<file path="src/hdl/spsi_pkg.sv">
// ---------------------------------------------------------------------------
// spsi_pkg
// Shared types and constants for the signed permutation table block.
// ---------------------------------------------------------------------------
package spsi_pkg;

  // Field widths fixed by the interface
  localparam int ENTRY_W  = 5;   // one image point
  localparam int DEGREE_W = 6;   // degree register and image level
  localparam int LIMIT_W  = 11;  // table limit register and entry count

  // Configuration port
  localparam int CFG_IDX_W  = 1;
  localparam int CFG_DATA_W = LIMIT_W;
  localparam logic [CFG_IDX_W-1:0] CFG_DEGREE = 1'b0;
  localparam logic [CFG_IDX_W-1:0] CFG_LIMIT  = 1'b1;

  // Register reset values
  localparam logic [DEGREE_W-1:0] DEGREE_RST = 6'd32;
  localparam logic [LIMIT_W-1:0]  LIMIT_RST  = 11'd1024;

  // Input word: one image point
  typedef struct packed {
    logic [ENTRY_W-1:0] image_entry;
    logic               negative_sign;
    logic               last_entry;
  } in_word_t;

  // Result word: one per completed image
  typedef struct packed {
    logic                status;
    logic                changed;
    logic [LIMIT_W-1:0]  entry_count;
    logic                neg_ident;
    logic [DEGREE_W-1:0] image_level;
  } out_word_t;

endpackage

</file>
<file path="src/hdl/spsi_row_match.sv">
// ---------------------------------------------------------------------------
// spsi_row_match
// Compares one stored table row with the current image on the first
// degree points; points at or beyond the degree are ignored.
// ---------------------------------------------------------------------------
module spsi_row_match #(
  parameter int NUM_POINTS = 32,
  parameter int EW         = 5
) (
  input  logic [NUM_POINTS*EW-1:0]        row_img,
  input  logic [NUM_POINTS*EW-1:0]        ref_img,
  input  logic [spsi_pkg::DEGREE_W-1:0]   degree,
  output logic                            match
);
  import spsi_pkg::*;

  logic [NUM_POINTS-1:0] lane_ok;

  // Per-point compare, masked by the degree
  always_comb begin
    for (int i = 0; i < NUM_POINTS; i++) begin
      lane_ok[i] = (i >= int'(degree)) ||
                   (row_img[i*EW +: EW] == ref_img[i*EW +: EW]);
    end
  end

  assign match = &lane_ok;

endmodule

</file>
<file path="config.mk">
export PLATFORM = sky130hd
export DESIGN_NAME = spsi_row_match
export DESIGN_NICKNAME = d
export VERILOG_FILES = /design/src/hdl/spsi_pkg.sv /design/src/hdl/spsi_row_match.sv
export SDC_FILE = /design/constraint.sdc
export NUM_CORES = 1
export LEC_CHECK = 0
export ABC_AREA = 1
export ABC_CLOCK_PERIOD_IN_PS = 1150
export BUFFER_PORTS_ARGS = -buffer_cell sky130_fd_sc_hd__buf_2
export CORE_AREA = 5 5 125 127
export DETAILED_ROUTE_END_ITERATION = 6
export DIE_AREA = 0 0 130 132
export PLACE_DENSITY = 0.67
export SYNTH_ARGS = -nofsm -noshare
export SYNTH_HDL_FRONTEND = slang
export SYNTH_SLANG_ARGS = --single-unit
</file>
<file path="constraint.sdc">
create_clock -name vclk -period 1.15
set_input_delay 0.0575 -clock vclk [all_inputs]
set_output_delay 0.0575 -clock vclk [all_outputs]
set_load 0.05 [all_outputs]
</file>
==> results of run 1 <==
[per-stage QoR]
step                utilization [%]  hold WS (ns)
CTS                            36.2         0.784
finish                         37.2         0.763
floorplan                         -         0.477
global route                   37.2         0.826
detailed placement             35.6         0.849
global placement               35.6         0.842
[where the power goes]
group	internal, mW	switching [mW]
clock network	0	0
logic	0.856	0.776
registers	0	0
[repair_timing]
action | in CTS | in global routing
pin swaps | 9 | 34
buffers inserted | 3 | 4
resized for setup | 21 | 30
setup endpoints to repair | 1 | 1
[critical path: stages]
cell	delay [ns]
buf_6	0.11
inv_4	0.07
buf_4	0.14
o21ai_2	0.09
o21ai_1	0.08
inv_1	0.05
nand2_1	0.07
nand2_1	0.05
inv_1	0.04
nand2_1	0.04
nor2_1	0.09
nand2_1	0.10
nor2_4	0.13
buf_12	0.14
[cells in the final DEF (no fill, tap or decap)]
master	n
buf_2	315
nand2_1	240
inv_1	149
nor2_1	133
xor2_1	48
xnor2_1	32
nand3_1	27
buf_4	17
buf_6	11
nor2_4	9
o21ai_1	9
inv_2	7
nand2_2	6
nand3_2	6
o21ai_2	5
clkinv_1	4
nor2_2	3
o21ai_0	3
inv_6	2
nand2_4	2
a31oi_1	2
inv_4	1
a21oi_1	1
o21ai_4	1
buf_8	1
buf_12	1
[routing by layer]
layer | wire, um | global-route usage (%) | up-vias
met5 | 0 | 0 | -
met4 | 41 | 0.346 | 0
met3 | 1100 | 1.78 | 4
met2 | 7040 | 28.7 | 174
met1 | 5080 | 15.4 | 1965
li1 | - | - | 2661
[area by class of cell]
cell class         count  area, sq um
fillers             1601         8980
multi-input cells    527         2610
repair buffers       345         1860
inverters            163          624
well taps            184          230
[how the worst max path moves through the flow]
stage	startpoint	to	slack [ns]	depth (start not counted)
global route	ref_img[94]	match	-0.30	14
CTS	ref_img[21]	match	-0.21	12
global placement	degree[2]	match	-0.28	13
floorplan	degree[5]	match	0.008	11
finish	degree[5]	match	-0.20	14
detailed placement	degree[2]	match	-0.32	13
[kinds of logic (layout without fill, tap and decap cells)]
group / count (synthesis) / in the layout / synth area share, %
AO/OA/AOI/OAI: 21 / 21 / 3.93
AND/OR/NAND/NOR: 426 / 426 / 54.0
buffers and inverters: 163 / 508 / 19.6
XOR/XNOR: 80 / 80 / 22.4
==> run_results.csv, run 1 <==
group,metric,value,unit
placed_design,finalWeightedCongestion,0.879,
worst_setup_path,worst-endpoint-arrival,1.29,ns
floorplanning,chipWidth,130,um
min_path,hold_path_class,"input port to primary output",
floorplanning,die_height,132,um
placed_design,io_buffers,327,
floorplanning,core_area,14300,sq um
synthesis,synth_largest_area_cell,"nand2_1",
pwr,ir_drop,134,uV
final_layout,n_clock_buffer,0,
detailed_routing,via_per_inst,3.94,
final_layout,fin_area,5330,sq um
clock_network,cts_hold_buf,0,
detailed_routing,vias,4804,
min_path,min_path_cells,9,
synthesis,synth_nets,1016,
pwr,power_density,306,nW/um^2
final_layout,regArea,0,sq um
sta,slew_viol_final,0,
sta,period_needed,1.35,ns
global_routing,grt_pass1_wl,19600,um
sta,tns,-0.198,ns
sta,timing.fmax,742,MHz
status,status,"finished with violations",
global_routing,grt_start_max_net_pins,10,
sta,worstMarginPinSlew,0.232,ns
job,cap_viol_max_count,0,
placed_design,dp.cells,1212,
detailed_routing,drtPass1Iterations,4,
detailed_routing,route.final.wire_length,13300,um
final_layout,drive_above_1_share,37.4,%
sta,max-slew-margin-rel,84.4,%
sta,final.period_utilization,117,%
global_routing,grt.overflow.total,0,
pwr,total_leakage_power,3.68,nW
worst_setup_path,startpoint_type,"input port",
worst_setup_path,required,1.09,ns
detailed_routing,drt_iter0_markers,87,
synthesis,yosys.cell_types.count,17,
synthesis,ys_seq_area_share,0,%
floorplanning,ioPinCount,327,
synthesis,yosysWarnings,0,
synthesis,synth_most_common_cell,"nand2_1",
sta,fin_ws,-0.198,ns
synthesis,synth_top_area_share,29.3,%
global_routing,antenna_found_initial,0,
worst_setup_path,endpoint_kind,"primary output",
global_routing,grtUsageTotal,13.9,%
final_layout,fin_cells,1219,
detailed_routing,drcViolationCount,0,
final_layout,num-nets-final,1363,
worst_setup_path,crit_type,"input port to primary output",
final_layout,syn_to_final_growth,70.7,%
placed_design,hpwl,12500,um
sta,rsz0062_at_grt,"yes",
sta,setup_violations,1,
floorplanning,rows,44,
synthesis,syn_area_per_cell,4.53,sq um
floorplanning,start_util,21.8,%
min_path,holdPathEnd,"match",
global_routing,grt_pass1_vias,4433,
floorplanning,die_area,17200,sq um
min_path,hold_start,"degree[5]",
synthesis,ys_top_cells_by_area,"nand2_1, inv_1, nor2_1",
worst_setup_path,cp_max_fo,4,
placed_design,place_ws,-0.319,ns
synthesis,syn_inst,690,
synthesis,synth_common_cells,"nand2_1, inv_1, nor2_1",
sta,hold_violations,0,
final_layout,seq_cells,0,
status,violations,"negative setup slack",
pwr,total_power,1.63,mW
detailed_routing,ant_nets,0,
final_layout,antenna_cells,0,
synthesis,syn_area,3120,sq um
detailed_routing,avgRoutedWirePerCell,10.9,um
placed_design,post_dp_cell_area,5100,sq um
No activity file was read; power rests on OpenSTA's default activity.
==> inputs of run 2 (changes only) <==
--- a/config.mk
+++ b/config.mk
@@ -8,10 +8,11 @@
 export ABC_AREA = 1
 export ABC_CLOCK_PERIOD_IN_PS = 1150
 export BUFFER_PORTS_ARGS = -buffer_cell sky130_fd_sc_hd__buf_2
-export CORE_AREA = 5 5 125 127
+export CAP_MARGIN = 20
+export CORE_AREA = 5 5 123 125
 export DETAILED_ROUTE_END_ITERATION = 6
-export DIE_AREA = 0 0 130 132
-export PLACE_DENSITY = 0.67
+export DIE_AREA = 0 0 128 130
+export PLACE_DENSITY = 0.68
 export SYNTH_ARGS = -nofsm -noshare
 export SYNTH_HDL_FRONTEND = slang
 export SYNTH_SLANG_ARGS = --single-unit
==> constraint.sdc (replaced) <==
create_clock -name vclk -period 1.15
set_input_delay 0.1725 -clock vclk [all_inputs]
set_output_delay 0.1725 -clock vclk [all_outputs]
set_load 0.05 [all_outputs]
==> run_results.csv, run 2 (synthesis results as in run 1) <==
group,metric,value,unit
final_layout,syn_to_final_growth,70.6,%
final_layout,seq_cells,0,
worst_setup_path,startpoint_type,"input port",
sta,setup_violations,1,
placed_design,finalWeightedCongestion,0.843,
final_layout,fin_cells,1213,
detailed_routing,ant_nets,0,
pwr,ir_drop,161,uV
sta,worstMarginPinSlew,0.244,ns
sta,max-slew-margin-rel,83.7,%
final_layout,regArea,0,sq um
status,status,"finished with violations",
worst_setup_path,cp_max_fo,6,
floorplanning,rows,43,
min_path,holdPathEnd,"match",
placed_design,dp.cells,1210,
floorplanning,die_height,130,um
worst_setup_path,cp_slowest_cell,"nor2_4",
worst_setup_path,required,0.98,ns
final_layout,n_clock_buffer,0,
sta,tns,-0.432,ns
min_path,hold_start,"degree[5]",
final_layout,post-route-util,38.7,%
final_layout,drive_above_1_share,37.8,%
worst_setup_path,cp_num_buf_inv,4,
floorplanning,core_area,13800,sq um
detailed_routing,drt_iter0_markers,132,
worst_setup_path,endpoint_kind,"primary output",
final_layout,final_common_cell,"buf_2",
sta,slew_viol_final,0,
worst_setup_path,slowest_delay,0.21,ns
placed_design,io_buffers,327,
detailed_routing,drcViolationCount,0,
pwr,total_leakage_power,3.67,nW
floorplanning,chipWidth,128,um
final_layout,mostFrequentLayoutCells,"buf_2, nand2_1, inv_1, nor2_1, xor2_1",
global_routing,grt_pass1_wl,19400,um
floorplanning,ioPinCount,327,
global_routing,antenna_found_initial,1,
final_layout,antenna_cells,0,
worst_setup_path,cpLargestDelayFamily,"simple AND/OR/NAND/NOR gates",
sta,period_needed,1.58,ns
global_routing,grt.overflow.total,0,
final_layout,fin_area,5330,sq um
detailed_routing,drtPass1Iterations,4,
worst_setup_path,worstPathCellList,"buf_8, inv_12, nand2_8, nor2_4, a31oi_1, nand2_1, nand2_1, inv_1, nand2_1, nor2_1, nand2_1, nor2_4, buf_12",
min_path,hold_path_class,"input port to primary output",
global_routing,grt_pass1_vias,4442,
clock_network,cts_hold_buf,0,
detailed_routing,vias,4778,
worst_setup_path,worst-endpoint-arrival,1.41,ns
sta,fin_ws,-0.432,ns
detailed_routing,avgRoutedWirePerCell,11.0,um
status,violations,"negative setup slack",
pwr,power_density,308,nW/um^2
sta,hold_ws,1.04,ns
sta,timing.fmax,632,MHz
global_routing,grtUsageTotal,14.3,%
sta,hold_violations,0,
job,cap_viol_max_count,0,
min_path,min_path_cells,9,
detailed_routing,route.final.wire_length,13400,um
placed_design,post_dp_cell_area,5160,sq um
floorplanning,die_area,16600,sq um
placed_design,hpwl,12500,um
floorplanning,start_util,22.7,%
detailed_routing,via_per_inst,3.94,
sta,rsz0062_at_grt,"yes",
worst_setup_path,crit_type,"input port to primary output",
worst_setup_path,path_common_cell,"nand2_1",
final_layout,num-nets-final,1361,
sta,final.period_utilization,138,%
global_routing,grt_start_max_net_pins,10,
final_layout,fill_cells,1546,
## run 2: cell types whose count changed in the layout (fill, tap and decap cells not counted), moves of 2 or more
| cell | before | now |
|---|---|---|
| buf_6 | 11 | 2 |
| buf_2 | 315 | 320 |
| o21ai_1 | 9 | 5 |
| o21ai_2 | 5 | 9 |
| buf_12 | 1 | 3 |
| inv_6 | 2 | 0 |
| nand2_1 | 240 | 238 |
| nand2_2 | 6 | 8 |
## run 2: stage by stage
step | worst slack, ns | power, mW
floorplan | -0.170 | 0.739
global placement | -0.511 | 1.56
detailed placement | -0.533 | 1.59
CTS | -0.426 | 1.62
global route | -0.553 | 1.87
finish | -0.432 | 1.64
## run 2: worst max path at each step
stage | startpoint | end | slack (ns) | cells past startpoint
2_1_floorplan | degree[4] | match | -0.17 | 12
3_3_place_gp | degree[5] | match | -0.51 | 13
3_5_place_dp | degree[4] | match | -0.53 | 14
4_1_cts | degree[3] | match | -0.43 | 12
5_1_grt | ref_img[99] | match | -0.55 | 13
6_report | degree[4] | match | -0.43 | 13
## run 2: power by group
group | switching [mW] | total [mW] | leakage, nW | internal [mW]
Combinational | 0.790 | 1.64 | 3.67 | 0.853
Sequential | 0 | 0 | 0 | 0
Clock | 0 | 0 | 0 | 0
Total | 0.790 | 1.64 | 3.67 | 0.853
## run 2: final cells by class
class | instances | area [sq um] | share of cell area [%]
well taps | 180 | 225 | 4.23
inverters | 163 | 639 | 12.0
multi-input cells | 527 | 2640 | 49.5
repair buffers | 343 | 1830 | 34.3
## run 2: what timing repair did
action / CTS / global route
setup buffers: 2 / 1
resized for setup: 17 / 26
setup endpoints to repair: 1 / 1
pin swaps: 4 / 25
## run 2: per-layer routing
layer | wire length [um] | global-route usage (%)
met2 | 7110 | 29.6
met3 | 1240 | 2.70
met1 | 4940 | 15.6
met4 | 81 | 0.499
met5 | 13 | 0
==> inputs of run 3 (changes only) <==
--- a/config.mk
+++ b/config.mk
@@ -9,10 +9,12 @@
 export ABC_CLOCK_PERIOD_IN_PS = 1150
 export BUFFER_PORTS_ARGS = -buffer_cell sky130_fd_sc_hd__buf_2
 export CAP_MARGIN = 20
-export CORE_AREA = 5 5 123 125
+export CELL_PAD_IN_SITES_DETAIL_PLACEMENT = 1
+export CELL_PAD_IN_SITES_GLOBAL_PLACEMENT = 1
+export CORE_AREA = 5 5 131 133
 export DETAILED_ROUTE_END_ITERATION = 6
-export DIE_AREA = 0 0 128 130
-export PLACE_DENSITY = 0.68
+export DIE_AREA = 0 0 136 138
+export PLACE_DENSITY = 0.94
 export SYNTH_ARGS = -nofsm -noshare
 export SYNTH_HDL_FRONTEND = slang
 export SYNTH_SLANG_ARGS = --single-unit
==> run_results.csv, run 3 (synthesis results as in run 1) <==
group,metric,value,unit
status,status,"finished with violations",
status,violations,"negative setup slack",
sta,rsz0062_at_grt,"yes",
final_layout,syn_to_final_growth,75.2,%
pwr,power_density,317,nW/um^2
final_layout,num-nets-final,1366,
detailed_routing,drtPass1Iterations,4,
placed_design,post_dp_cell_area,5200,sq um
worst_setup_path,endpoint_kind,"primary output",
sta,final.period_utilization,145,%
worst_setup_path,worst-endpoint-arrival,1.49,ns
final_layout,mostFrequentLayoutCells,"buf_2, nand2_1, inv_1, nor2_1, xor2_1",
global_routing,grt.met2_usage,35.6,%
global_routing,met3_usage,3.12,%
placed_design,hpwl,16000,um
floorplanning,chipWidth,136,um
final_layout,final_common_cell,"buf_2",
detailed_routing,ant_nets,0,
final_layout,seq_cells,0,
pwr,pwr-share-comb,100.0,%
sta,setup_violations,1,
final_layout,fill_cells,2254,
placed_design,io_buffers,327,
pwr,pwr-share-clk,0,%
global_routing,antenna_found_initial,0,
sta,timing.fmax,600,MHz
sta,max-slew-margin-rel,78.6,%
global_routing,grtUsageTotal,16.7,%
sta,worstMarginPinSlew,0.319,ns
placed_design,finalWeightedCongestion,0.838,
floorplanning,die_height,138,um
job,cap_viol_max_count,0,
detailed_routing,via_per_inst,4.15,
global_routing,grt.overflow.total,0,
final_layout,fin_cells,1254,
global_routing,met1_usage,16.0,%
sta,hold_violations,0,
final_layout,fin_area,5470,sq um
pwr,switching_power,0.860,mW
placed_design,dp.cells,1246,
final_layout,antenna_cells,0,
final_layout,multi_input_area,2660,sq um
pwr,total_leakage_power,3.71,nW
sta,slew_viol_final,0,
detailed_routing,avgRoutedWirePerCell,13.6,um
pwr,ir_drop,123,uV
detailed_routing,drcViolationCount,0,
global_routing,grt_pass1_vias,5612,
worst_setup_path,crit_type,"input port to primary output",
floorplanning,rows,46,
detailed_routing,vias,5202,
sta,period_needed,1.67,ns
final_layout,post-route-util,34.8,%
detailed_routing,route.final.wire_length,17100,um
worst_setup_path,required,0.98,ns
final_layout,drive_above_1_share,38.9,%
detailed_routing,drt_iter0_markers,81,
final_layout,regArea,0,sq um
floorplanning,core_area,15700,sq um
pwr,p_seq_share,0,%
worst_setup_path,startpoint_type,"input port",
pwr,internal_power,0.876,mW
global_routing,grt_pass1_wl,25700,um
min_path,hold_path_class,"input port to primary output",
pwr,switching_share,49.5,%
worst_setup_path,cp_max_fo,6,
global_routing,grt-busiest-layer,"met2",
sta,fin_ws,-0.516,ns
floorplanning,start_util,19.9,%
global_routing,grt_start_max_net_pins,8,
floorplanning,die_area,18800,sq um
final_layout,n_clock_buffer,0,
floorplanning,ioPinCount,327,
-- run 3: cell count changes in the layout (fill, tap and decap cells not counted), moves of 2 or more --
cell and delta:
buf_4 -2, buf_6 +8, nand2_1 -2, nand2_2 +3
nor2_1 -7, nor2_2 +5, nor2_4 +2, o21ai_2 +2
-- run 3: per-stage QoR --
stage                     TNS (ns)  setup WS (ns)  total power [mW]  hold slack [ns]
after floorplan             -0.170         -0.170             0.739            0.701
after global placement      -0.517         -0.517              1.57             1.12
after detailed placement    -0.607         -0.607              1.65             1.12
after CTS                   -0.512         -0.512              1.69             1.05
after global routing        -0.595         -0.595              1.96             1.08
final                       -0.516         -0.516              1.74             1.02
-- run 3: final timing paths --
| check | cells past startpoint | to | startpoint | slack (ns) |
|---|---|---|---|---|
| worst min-delay path | 9 | match | degree[5] | 1.02 |
| worst max-delay path | 14 | match | degree[4] | -0.52 |
-- run 3: critical path: stages --
cell	delay (ns)
buf_12	0.12
nor2_4	0.23
buf_6	0.14
nand3_2	0.05
nand2_1	0.07
inv_1	0.04
nand2_1	0.05
nand2_1	0.05
inv_2	0.05
nand2_2	0.04
nor2_1	0.10
nand2_1	0.11
nor2_4	0.13
buf_12	0.15
-- run 3: per-layer routing --
layer / up-vias / share of wire (%)
li1: 2665 / -
met1: 2315 / 34
met2: 198 / 57
met3: 24 / 7.4
met4: 0 / 2.3
met5: - / 0
-- run 3: timing repair --
action	in CTS	in global routing
hold endpoints to repair	0	0
hold buffers	0	0
resized for setup	15	44
setup buffers	3	5
pin swaps	13	43
gates cloned	0	0
endpoints found under the setup margin	1	1
-- run 3: power by group through the flow --
| stage | logic, mW | registers [mW] | clock network [mW] |
|---|---|---|---|
| finish | 1.74 | 0 | 0 |
| global route | 1.96 | 0 | 0 |
| CTS | 1.69 | 0 | 0 |
| detailed placement | 1.65 | 0 | 0 |
| global placement | 1.57 | 0 | 0 |
| floorplan | 0.739 | 0 | 0 |
-- run 3: area by class of cell --
class / count / area share, %
repair buffers: 348 / 34.8
well taps: 216 / 4.94
multi-input cells: 527 / 48.6
inverters: 163 / 11.7
